==> config.mk <==
export PLATFORM = sky130hd
export DESIGN_NAME = servo_long_packet_framer
export DESIGN_NICKNAME = d
export VERILOG_FILES = /design/src/rtl/slpf_pkg.sv /design/src/rtl/slpf_front.sv /design/src/rtl/slpf_queue.sv /design/src/rtl/slpf_back.sv /design/src/rtl/servo_long_packet_framer.sv
export SDC_FILE = /design/constraint.sdc
export NUM_CORES = 1
export LEC_CHECK = 0
export BUFFER_PORTS_ARGS = -buffer_cell sky130_fd_sc_hd__buf_2
export CORE_MARGIN = 1
export CORE_UTILIZATION = 54
export CTS_BUF_LIST = sky130_fd_sc_hd__clkbuf_8
export DETAILED_ROUTE_END_ITERATION = 16
export PLACE_DENSITY = 0.79
export SLEW_MARGIN = 5
export SYNTH_ARGS = -nofsm -noshare
export SYNTH_HDL_FRONTEND = slang
export SYNTH_HIERARCHICAL = 1
export SYNTH_SLANG_ARGS = --single-unit
export TNS_END_PERCENT = 30
==> constraint.sdc <==
create_clock -name clk_i -period 3.3 [get_ports clk_i]
set_input_delay 0.33 -clock clk_i [delete_from_list [all_inputs] [get_ports clk_i]]
set_output_delay 0.33 -clock clk_i [all_outputs]
set_load 0.05 [all_outputs]
==> src/rtl/slpf_pkg.sv <==
// ----------------------------------------------------------------------------
// slpf_pkg
// shared types and constants for the long packet framer
// ----------------------------------------------------------------------------
package slpf_pkg;

  // record size and byte step widths cover the full MAX_RECORD_BYTES range (1..8)
  localparam int unsigned SIZE_W = 4;
  localparam int unsigned STEP_W = 5;

  localparam logic [7:0] SYNC_A = 8'hFA;
  localparam logic [7:0] SYNC_B = 8'hAF;

  // register indexes on the configuration port
  localparam logic [2:0] REG_HEADER_ID    = 3'd0;
  localparam logic [2:0] REG_HEADER_FLAGS = 3'd1;
  localparam logic [2:0] REG_MEM_ADDRESS  = 3'd2;
  localparam logic [2:0] REG_RECORD_SIZE  = 3'd3;
  localparam logic [2:0] REG_SERVO_COUNT  = 3'd4;

  // byte positions within one record's share of the stream
  localparam logic [STEP_W-1:0] STEP_SYNC_A = 5'd0;
  localparam logic [STEP_W-1:0] STEP_SYNC_B = 5'd1;
  localparam logic [STEP_W-1:0] STEP_HDR_ID = 5'd2;
  localparam logic [STEP_W-1:0] STEP_FLAGS  = 5'd3;
  localparam logic [STEP_W-1:0] STEP_MEM    = 5'd4;
  localparam logic [STEP_W-1:0] STEP_LEN    = 5'd5;
  localparam logic [STEP_W-1:0] STEP_COUNT  = 5'd6;
  localparam logic [STEP_W-1:0] STEP_ID     = 5'd7;
  localparam logic [STEP_W-1:0] STEP_PAY    = 5'd8;

  typedef struct packed {
    logic [7:0]        header_id;
    logic [7:0]        header_flags;
    logic [7:0]        mem_address;
    logic [7:0]        servo_count;
  } cfg_t;

  typedef struct packed {
    logic [7:0]        servo_id;
    logic [31:0]       payload;
    logic              hdr;
    logic              last;
    logic [SIZE_W-1:0] size;
  } rec_t;

endpackage

==> src/rtl/slpf_front.sv <==
// ----------------------------------------------------------------------------
// slpf_front
// accepts servo records and tags them with header, close and size
// ----------------------------------------------------------------------------
module slpf_front import slpf_pkg::*; #(
  parameter int unsigned MAX_RECORD_BYTES = 4
) (
  input  logic       clk_i,
  input  logic       rst_ni,
  input  logic       in_valid_i,
  input  logic [7:0] servo_id_i,
  input  logic [31:0] payload_i,
  input  logic [2:0] record_size_i,
  input  logic [7:0] servo_count_i,
  input  logic       q_full_i,
  output logic       push_o,
  output rec_t       rec_o
);

  localparam logic [SIZE_W-1:0] MaxSize = SIZE_W'(MAX_RECORD_BYTES);

  logic [7:0]        records_done_q, records_done_d;
  logic [8:0]        next_cnt;
  logic              close;
  logic [SIZE_W-1:0] req_size;

  assign push_o   = in_valid_i && !q_full_i;
  assign next_cnt = {1'b0, records_done_q} + 9'd1;
  assign close    = next_cnt >= {1'b0, servo_count_i};
  assign req_size = {{(SIZE_W-3){1'b0}}, record_size_i};

  always_comb begin
    rec_o.servo_id = servo_id_i;
    rec_o.payload  = payload_i;
    rec_o.hdr      = (records_done_q == 8'd0);
    rec_o.last     = close;
    rec_o.size     = (req_size > MaxSize) ? MaxSize : req_size;
  end

  always_comb begin
    records_done_d = records_done_q;
    if (push_o) begin
      records_done_d = close ? 8'd0 : next_cnt[7:0];
    end
  end

  always_ff @(posedge clk_i or negedge rst_ni) begin
    if (!rst_ni) begin
      records_done_q <= 8'd0;
    end else begin
      records_done_q <= records_done_d;
    end
  end

endmodule

==> src/rtl/slpf_queue.sv <==
// ----------------------------------------------------------------------------
// slpf_queue
// two-entry record queue between the front and the byte sequencer
// ----------------------------------------------------------------------------
module slpf_queue import slpf_pkg::*; (
  input  logic clk_i,
  input  logic rst_ni,
  input  logic push_i,
  input  rec_t rec_i,
  input  logic pop_i,
  output logic full_o,
  output logic valid_o,
  output rec_t rec_o
);

  rec_t       entry_q [2];
  logic       wr_ptr_q, wr_ptr_d;
  logic       rd_ptr_q, rd_ptr_d;
  logic [1:0] cnt_q, cnt_d;

  assign full_o  = (cnt_q == 2'd2);
  assign valid_o = (cnt_q != 2'd0);
  assign rec_o   = entry_q[rd_ptr_q];

  always_comb begin
    wr_ptr_d = push_i ? !wr_ptr_q : wr_ptr_q;
    rd_ptr_d = pop_i ? !rd_ptr_q : rd_ptr_q;
    cnt_d    = cnt_q + {1'b0, push_i} - {1'b0, pop_i};
  end

  always_ff @(posedge clk_i or negedge rst_ni) begin
    if (!rst_ni) begin
      wr_ptr_q <= 1'b0;
      rd_ptr_q <= 1'b0;
      cnt_q    <= 2'd0;
    end else begin
      wr_ptr_q <= wr_ptr_d;
      rd_ptr_q <= rd_ptr_d;
      cnt_q    <= cnt_d;
    end
  end

  always_ff @(posedge clk_i) begin
    if (push_i) begin
      entry_q[wr_ptr_q] <= rec_i;
    end
  end

endmodule

==> src/rtl/slpf_back.sv <==
// ----------------------------------------------------------------------------
// slpf_back
// walks queued records one byte a cycle unless stalled, keeps the xor checksum
// ----------------------------------------------------------------------------
module slpf_back import slpf_pkg::*; #(
  parameter int unsigned MAX_RECORD_BYTES = 4
) (
  input  logic       clk_i,
  input  logic       rst_ni,
  input  cfg_t       cfg_i,
  input  logic       q_valid_i,
  input  rec_t       rec_i,
  output logic       pop_o,
  output logic       out_valid_o,
  input  logic       out_stall_i,
  output logic [7:0] out_byte_o,
  output logic       last_byte_o
);

  localparam logic [STEP_W-1:0] StepChk = STEP_W'(32'(STEP_PAY) + MAX_RECORD_BYTES);

  logic              active_q, active_d;
  logic [STEP_W-1:0] step_q, step_d;
  logic [STEP_W-1:0] cur_step;
  logic [STEP_W-1:0] body_end;
  logic [STEP_W-1:0] pay_idx;
  logic [7:0]        xor_q, xor_d;
  logic              out_valid_q, out_valid_d;
  logic [7:0]        byte_q, byte_d;
  logic              last_q, last_d;
  logic              emit;
  logic              done;
  logic [7:0]        cur_byte;
  logic [7:0]        pay_byte;
  logic              summed;

  assign emit     = q_valid_i && (!out_valid_q || !out_stall_i);
  assign cur_step = active_q ? step_q : (rec_i.hdr ? STEP_SYNC_A : STEP_ID);
  assign body_end = STEP_ID + {{(STEP_W-SIZE_W){1'b0}}, rec_i.size};
  assign pay_idx  = cur_step - STEP_PAY;

  // payload bytes past the 32-bit word read as zero
  assign pay_byte = (pay_idx < 5'd4) ? rec_i.payload[{pay_idx[1:0], 3'b000} +: 8] : 8'h00;

  always_comb begin
    case (cur_step)
      STEP_SYNC_A: cur_byte = SYNC_A;
      STEP_SYNC_B: cur_byte = SYNC_B;
      STEP_HDR_ID: cur_byte = cfg_i.header_id;
      STEP_FLAGS:  cur_byte = cfg_i.header_flags;
      STEP_MEM:    cur_byte = cfg_i.mem_address;
      STEP_LEN:    cur_byte = {{(8-SIZE_W){1'b0}}, rec_i.size} + 8'd1;
      STEP_COUNT:  cur_byte = cfg_i.servo_count;
      STEP_ID:     cur_byte = rec_i.servo_id;
      default:     cur_byte = (cur_step == StepChk) ? xor_q : pay_byte;
    endcase
  end

  assign summed = (cur_step != STEP_SYNC_A) && (cur_step != STEP_SYNC_B) &&
                  (cur_step != StepChk);
  assign done   = (cur_step == StepChk) || ((cur_step == body_end) && !rec_i.last);
  assign pop_o  = emit && done;

  always_comb begin
    active_d    = active_q;
    step_d      = step_q;
    xor_d       = xor_q;
    byte_d      = byte_q;
    last_d      = last_q;
    out_valid_d = out_valid_q && out_stall_i;
    if (emit) begin
      out_valid_d = 1'b1;
      byte_d      = cur_byte;
      last_d      = (cur_step == StepChk);
      if (cur_step == StepChk) begin
        xor_d = 8'h00;
      end else if (summed) begin
        xor_d = xor_q ^ cur_byte;
      end
      if (done) begin
        active_d = 1'b0;
      end else begin
        active_d = 1'b1;
        step_d   = (cur_step == body_end) ? StepChk : cur_step + 5'd1;
      end
    end
  end

  always_ff @(posedge clk_i or negedge rst_ni) begin
    if (!rst_ni) begin
      active_q    <= 1'b0;
      step_q      <= STEP_SYNC_A;
      xor_q       <= 8'h00;
      out_valid_q <= 1'b0;
    end else begin
      active_q    <= active_d;
      step_q      <= step_d;
      xor_q       <= xor_d;
      out_valid_q <= out_valid_d;
    end
  end

  always_ff @(posedge clk_i) begin
    byte_q <= byte_d;
    last_q <= last_d;
  end

  assign out_valid_o = out_valid_q;
  assign out_byte_o  = byte_q;
  assign last_byte_o = last_q;

endmodule

==> src/rtl/servo_long_packet_framer.sv <==
// ----------------------------------------------------------------------------
// servo_long_packet_framer
// frames servo records into long command packets with an xor checksum
// ----------------------------------------------------------------------------
//  channel  direction  handshake               payload
//  record   in         in_valid_i/in_stall_o   servo_id_i, payload_i
//  byte     out        out_valid_o/out_stall_i out_byte_o, last_byte_o
//  config   in         psel/penable/pwrite     paddr, pwdata, prdata
//
//  one output byte per cycle while out_stall_i is low: a record gives 1 + its
//  record size (capped at MAX_RECORD_BYTES) bytes, plus 7 header bytes on the
//  first record and 1 checksum byte on the last;
//  the byte sequencer is the limit, the front keeps filling a 2-entry queue
//  reset clears the record count, the checksum and the queue, no clear pass
//  out_stall_i holds a waiting output byte and the sequencer in place
// ----------------------------------------------------------------------------
module servo_long_packet_framer import slpf_pkg::*; #(
  parameter int unsigned MAX_RECORD_BYTES = 4
) (
  input  logic        clk_i,
  input  logic        rst_ni,
  input  logic        in_valid_i,
  output logic        in_stall_o,
  input  logic [7:0]  servo_id_i,
  input  logic [31:0] payload_i,
  output logic        out_valid_o,
  input  logic        out_stall_i,
  output logic [7:0]  out_byte_o,
  output logic        last_byte_o,
  input  logic        psel,
  input  logic        penable,
  input  logic        pwrite,
  input  logic [4:0]  paddr,
  input  logic [31:0] pwdata,
  output logic [31:0] prdata,
  output logic        pready
);

  logic [7:0] header_id_q, header_flags_q, mem_address_q, servo_count_q;
  logic [2:0] record_size_q;
  logic       wr_en;
  logic [2:0] reg_idx;
  cfg_t       cfg;
  rec_t       front_rec, q_rec;
  logic       push, pop, q_full, q_valid;

  assign pready  = 1'b1;
  assign wr_en   = psel && penable && pwrite;
  assign reg_idx = paddr[4:2];

  always_ff @(posedge clk_i or negedge rst_ni) begin
    if (!rst_ni) begin
      header_id_q    <= 8'h00;
      header_flags_q <= 8'h00;
      mem_address_q  <= 8'h1E;
      record_size_q  <= 3'd4;
      servo_count_q  <= 8'd5;
    end else if (wr_en) begin
      case (reg_idx)
        REG_HEADER_ID:    header_id_q    <= pwdata[7:0];
        REG_HEADER_FLAGS: header_flags_q <= pwdata[7:0];
        REG_MEM_ADDRESS:  mem_address_q  <= pwdata[7:0];
        REG_RECORD_SIZE:  record_size_q  <= pwdata[2:0];
        REG_SERVO_COUNT:  servo_count_q  <= pwdata[7:0];
        default: ;
      endcase
    end
  end

  always_comb begin
    case (reg_idx)
      REG_HEADER_ID:    prdata = {24'h0, header_id_q};
      REG_HEADER_FLAGS: prdata = {24'h0, header_flags_q};
      REG_MEM_ADDRESS:  prdata = {24'h0, mem_address_q};
      REG_RECORD_SIZE:  prdata = {29'h0, record_size_q};
      REG_SERVO_COUNT:  prdata = {24'h0, servo_count_q};
      default:          prdata = 32'h0;
    endcase
  end

  always_comb begin
    cfg.header_id    = header_id_q;
    cfg.header_flags = header_flags_q;
    cfg.mem_address  = mem_address_q;
    cfg.servo_count  = servo_count_q;
  end

  assign in_stall_o = q_full;

  slpf_front #(
    .MAX_RECORD_BYTES(MAX_RECORD_BYTES)
  ) u_front (
    .clk_i        (clk_i),
    .rst_ni       (rst_ni),
    .in_valid_i   (in_valid_i),
    .servo_id_i   (servo_id_i),
    .payload_i    (payload_i),
    .record_size_i(record_size_q),
    .servo_count_i(servo_count_q),
    .q_full_i     (q_full),
    .push_o       (push),
    .rec_o        (front_rec)
  );

  slpf_queue u_queue (
    .clk_i  (clk_i),
    .rst_ni (rst_ni),
    .push_i (push),
    .rec_i  (front_rec),
    .pop_i  (pop),
    .full_o (q_full),
    .valid_o(q_valid),
    .rec_o  (q_rec)
  );

  slpf_back #(
    .MAX_RECORD_BYTES(MAX_RECORD_BYTES)
  ) u_back (
    .clk_i      (clk_i),
    .rst_ni     (rst_ni),
    .cfg_i      (cfg),
    .q_valid_i  (q_valid),
    .rec_i      (q_rec),
    .pop_o      (pop),
    .out_valid_o(out_valid_o),
    .out_stall_i(out_stall_i),
    .out_byte_o (out_byte_o),
    .last_byte_o(last_byte_o)
  );

endmodule

======== Word level (Yosys, flattened, before mapping) ========
Memories as Yosys holds them, arrays and structs flattened.
Cells that the tools add are included.
operators by class
  add/sub/neg operators ................... 7
  $mul .................................... 0
  divide/modulo/power cells ............... 0
  $lt $le $gt $ge ......................... 3
  eq/ne operators ......................... 16
  shift-type cells ........................ 1
  multiplexer cells ....................... 15
  bitwise gates (word level) .............. 2
  reduce and logical (&&, ||, !) cells .... 30
operator list
  kind                                                 number
  one-hot mux 8 bit (8 select lines)                   1
  two-way mux 8 bit                                    5
  one-hot mux 8 bit (5 select lines)                   1
  indexed part select 32 x 6 -> 8 bit                  1
  == test 5 x 3 -> 1 bit (second input constant)       4
  AND reduction 2 bit                                  7
  == test 5 x 2 -> 1 bit (second input constant)       2
  two-way mux 5 bit                                    2
  adder 8 x 1 -> 9 bit (second input constant)         1
  greater-or-equal comparator 9 x 8 -> 1 bit           1
  logical AND 1 bit                                    9
  logical NOT 8 bit                                    1
  XOR 8 bit                                            1
  == test 3 x 2 -> 1 bit (second input constant)       2
  logical NOT 1 bit                                    6
  two-way mux 3 bit                                    2
  adder 3 x 4 -> 5 bit (first input constant)          1
  adder 4 x 1 -> 5 bit (second input constant)         1
  adder 5 x 1 -> 5 bit (second input constant)         1
  == test 5 x 1 -> 1 bit (second input constant)       1
  == test 5 x 4 -> 1 bit (second input constant)       1
  == test 5 bit                                        1
  logical NOT 5 bit                                    1
  < comparator 5 x 3 -> 1 bit (second input constant)  1
  other kinds (15)                                     20
storage, ports and cells
  register bits after elaboration ......... 71
  bits in latches ......................... 0
  RAM bits ................................ 90
  ROM bits ................................ 0
  output and inout port bits .............. 44
  memories ................................ 1
memories
  memory           words  bits a word  rd ports  clocked after Yosys merged registers in  write ports  line              RTL
  u_queue.entry_q  2      45           1         0                                        1            slpf_queue.sv:16  rec_t entry_q [2];

======== Longest topological paths before layout ========
An unclocked memory read counts as a cell.
  depth in word-level cells ............... 11
  depth in mapped cells ................... 15
  gate-level depth less buffers ........... 13

======== Modules after synthesis ========
The synthesis kept the hierarchy.
by module, submodules not included
  module                    instances  cells an instance  area an instance (um^2)  sequential area each (um^2)
  slpf_queue                1          158                3,642.2                  2,862.7
  slpf_back                 1          265                2,264.7                  645.6
  servo_long_packet_framer  1          146                1,885.6                  884.6
  slpf_front                1          129                1,084.8                  200.2

======== Worst setup path after synthesis ========
No wires, ideal clock.
  path type ............................... register -> register
  start ................................... register u_queue.cnt_q[1]
  end ..................................... memory u_queue/entry_q[0][0] in the netlist's numbering, enable pin
  library setup time ...................... 455 ps
  data arrival time ....................... 3,310 ps
  slack ................................... -465 ps
  cell stages (with the launch flop) ...... 6
  buffers on the path ..................... 1
  cell sequence ........................... dfrtp_1 > nor2b_1 > nand2b_1 > buf_2 > clkinv_1 > nor2b_1
between the ends
  longest elaborated chain between the ends .. 5
RTL lines
  item                                     line                            RTL
  from (decl)                              slpf_queue.sv:19                logic [1:0] cnt_q, cnt_d;
  from (signal assigned)                   slpf_queue.sv:39                cnt_q <= cnt_d;
  == test 2 bit                            slpf_queue.sv:21                assign full_o = (cnt_q == 2'd2);
  net in_stall_o                           servo_long_packet_framer.sv:23  output logic in_stall_o,
  logical NOT 1 bit                        slpf_front.sv:27                assign push_o = in_valid_i && !q_full_i;
  logical AND 1 bit                        slpf_front.sv:27
  net push                                 servo_long_packet_framer.sv:45  logic push, pop, q_full, q_valid;
  two-way mux 1 bit                        slpf_queue.sv:44                if (push_i) begin
  two-way mux 1 bit (not written as such)  slpf_queue.sv:45                entry_q[wr_ptr_q] <= rec_i;
  to (decl)                                slpf_queue.sv:16
The timed path passes the listed nets, and every way through them passes these cells.

==> results.cfg <==
[die]
chipHeight_um = 130
rows = 46
coreArea_um2 = 15900
die_area_um2 = 17000
io_pins = 128
die_w_um = 130
start_util_pct = 55.7

[timing]
report.final.slew_viol_count = 0
fin_setup_tns_ns = 0
clock_skew_ns = 0.0145
fmax_mhz = 320
tightest_slew_ns = 0.768
layout_min_cycle_time_ns = 3.12
period_share_pct = 94.6
setup_violations = 0
rsz0062_at_grt = no
maxSlewHeadroom_pct = 48.8
finalHoldViolations = 0

[placed_design]
dp_hpwl_mm = 13.1
placed_area_um2 = 9020
io_buffers = 76
gp_congestion = 0.892
numPlacedInstances = 928

[cts]
cts_tree = built
cts_buffers = 17
clockRootBuffer = clkbuf_8
clk_latency_ns = 0.46
clk_pin_slew_ns = 0.10
cts.htree.levels = 4
clk_path_buf_depth = 2
clock_sinks = 163

[global_routing]
grt_pass1_wl_mm = 28.8
globalRouteTotalUtil_pct = 23.0
grt_pass1_vias = 5433
grt-ovfl-total = 0
antenna_found_initial = 0
grt_max_degree = 33

[synthesis]
synth_area_leaders = edfxtp_1 34%, dfrtp_1 16%, mux2_4 6.4%
synthArstFlopShare_pct = 38.0
avgSynthCellArea_um2 = 12.7
synth_warnings = 6
synth-seq-area-share_pct = 51.7
synth_seq_cells = 163
synth_top_area_share_pct = 34.2
synth_ff_type = edfxtp_1
yosysTopAreaCell = edfxtp_1
synth_cells = 698
synth_edf_count = 101
synth.distinct_cells = 82
synth_area_um2 = 8880

[drt]
via_per_inst = 5.77
routed_wl_mm = 18.4
ant_nets = 0
vias = 5549
firstDrtPassIters = 6
wire_per_inst_um = 19.1
drcViolationCount = 0
drt-initial-drc-count = 501

[worst_hold_path]
min_path_type = input pin to flop
min_delay_path_depth = 1

[pwr]
p_int_uw = 4890
p_sw_uw = 3270
leakagePower_uw = 0.00381
comb_power_share_pct = 44.9
p_per_area_nw_per_um2 = 869
max-vdd-ir-drop_mv = 0.587
seqPwrFrac_pct = 38.9
swShare_pct = 40.0
pwr-share-clk_pct = 16.2

[final_layout]
final_cells = 962
final_cell_area_um2 = 9390
utilization_pct = 58.9
layout_commonest_cell = edfxtp_1
drive_gt1_share_pct = 33.0
syn_to_final_growth_pct = 5.81
antenna_cells = 0
final_cell_mix = 101 x edfxtp_1, 76 x buf_2, 54 x dfrtp_1, 50 x mux2_2, 38 x mux2_4
fin_nets = 831

[worst_setup_path]
crit_required_ns = 3.64
worstSetupEndpointType = flop
ff2ff_path_depth = 13
crit_arrival_ns = 3.46
worstPathMaxFanout = 5
cp-start-kind = flop
timing_worst_setup_path_type = flop to flop

[run]
drv_cap = 0

[run_status]
outcome = complete, no violations
## cell families after synthesis
group                    count (synthesis)  share of synthesized area [%]
AO/OA/AOI/OAI                          128                           10.6
XOR/XNOR                                21                           2.24
adder cells (fa/ha/maj)                 14                           1.97
buffers and inverters                  125                           9.33
multiplexers                           101                           14.4
AND/OR/NAND/NOR                        143                           9.58
flip-flops                             163                           51.7
other                                    3                          0.127
## state kept, by name (all words and copies together), names as in the netlist
signal	count
mem_address_q	8
u_queue/wr_ptr_q	1
servo_count_q	8
record_size_q	3
u_back/xor_q	8
u_queue/entry_q	92
u_queue/cnt_q	2
u_back/last_byte_o	1
u_front/records_done_q	8
u_back/out_valid_o	1
u_back/out_byte_o	8
u_back/active_q	1
u_queue/rd_ptr_q	1
header_id_q	8
header_flags_q	8
u_back/step_q	5
## worst paths after layout
check / end / from / slack [ns]
hold / removal: u_queue/entry_q[0][41] / servo_id_i[3] / 0.05
hold reg to reg: u_back/xor_q[6] / u_back/xor_q[6] / 0.48
setup reg to reg: u_queue/cnt_q[1] / u_queue/rd_ptr_q / 0.18
setup / recovery: u_queue/cnt_q[1] / u_queue/rd_ptr_q / 0.18
min in group asynchronous: mem_address_q[7] / rst_ni / 0.34
max in group asynchronous: servo_count_q[2] / rst_ni / 2.22
## power by group through the flow
stage | Combinational, µW | Sequential, µW | Clock, µW
after floorplan | 2760 | 3290 | 0
after global placement | 3550 | 3190 | 0
after detailed placement | 3600 | 3220 | 0
after CTS | 3630 | 3180 | 1340
after global routing | 3920 | 3230 | 1420
final | 3660 | 3180 | 1320
## layout make-up
| type | instances | area, µm² |
|---|---|---|
| clock buffer | 18 | 248 |
| clock inverter | 14 | 105 |
| fill | 1264 | 6550 |
| inverter | 23 | 86.3 |
| multi-input combinational | 433 | 3550 |
| sequential | 163 | 4590 |
| tap | 216 | 270 |
| timing repair buffer | 95 | 538 |
## cells in the mapped netlist, drive strengths merged, types with 11 or more instances
cell and n:
dfrtp 55, mux2 88, o21ai 32, ha 14
mux2i 12, xnor2 13, nor2b 11, nand2 31
inv 21, nor2 27, a21oi 20, buf 97
nand3 22, edfxtp 101
## per-stage QoR
stage | hold slack [ns] | setup WS (ns) | total power (µW)
3_3_place_gp | 0.278 | 0.181 | 6740
5_1_grt | 0.0166 | 0.0116 | 8580
6_report | 0.0491 | 0.178 | 8160
2_1_floorplan | 0.0344 | 0.0968 | 6050
3_5_place_dp | 0.293 | 0.143 | 6830
4_1_cts | 0.0190 | 0.126 | 8150
## layer usage
metal  GRT usage, %  routed length, µm
met3           5.41               1340
met1           29.7               7780
met5              0                  0
met4           6.09                242
met2           38.9               9030
## timing repair
action / in CTS / in global routing
hold endpoints to repair: 14 / 0
setup buffers: 0 / 1
endpoints found under the setup margin: 0 / 1
gates resized for setup: 0 / 1
hold buffers: 1 / 0
## critical path, stage by stage, from the launching register on
cell and delay, ns:
dfrtp_2 0.44, mux2_2 0.39, inv_1 0.07, ha_1 0.27
or3_1 0.32, nand2_1 0.09, o221ai_2 0.11, nor3_4 0.16
a21oi_1 0.10, nor2_1 0.20, ha_1 0.27, inv_1 0.06
ha_1 0.13, xor3_1 0.39
Power figures use the tool's default switching activity.
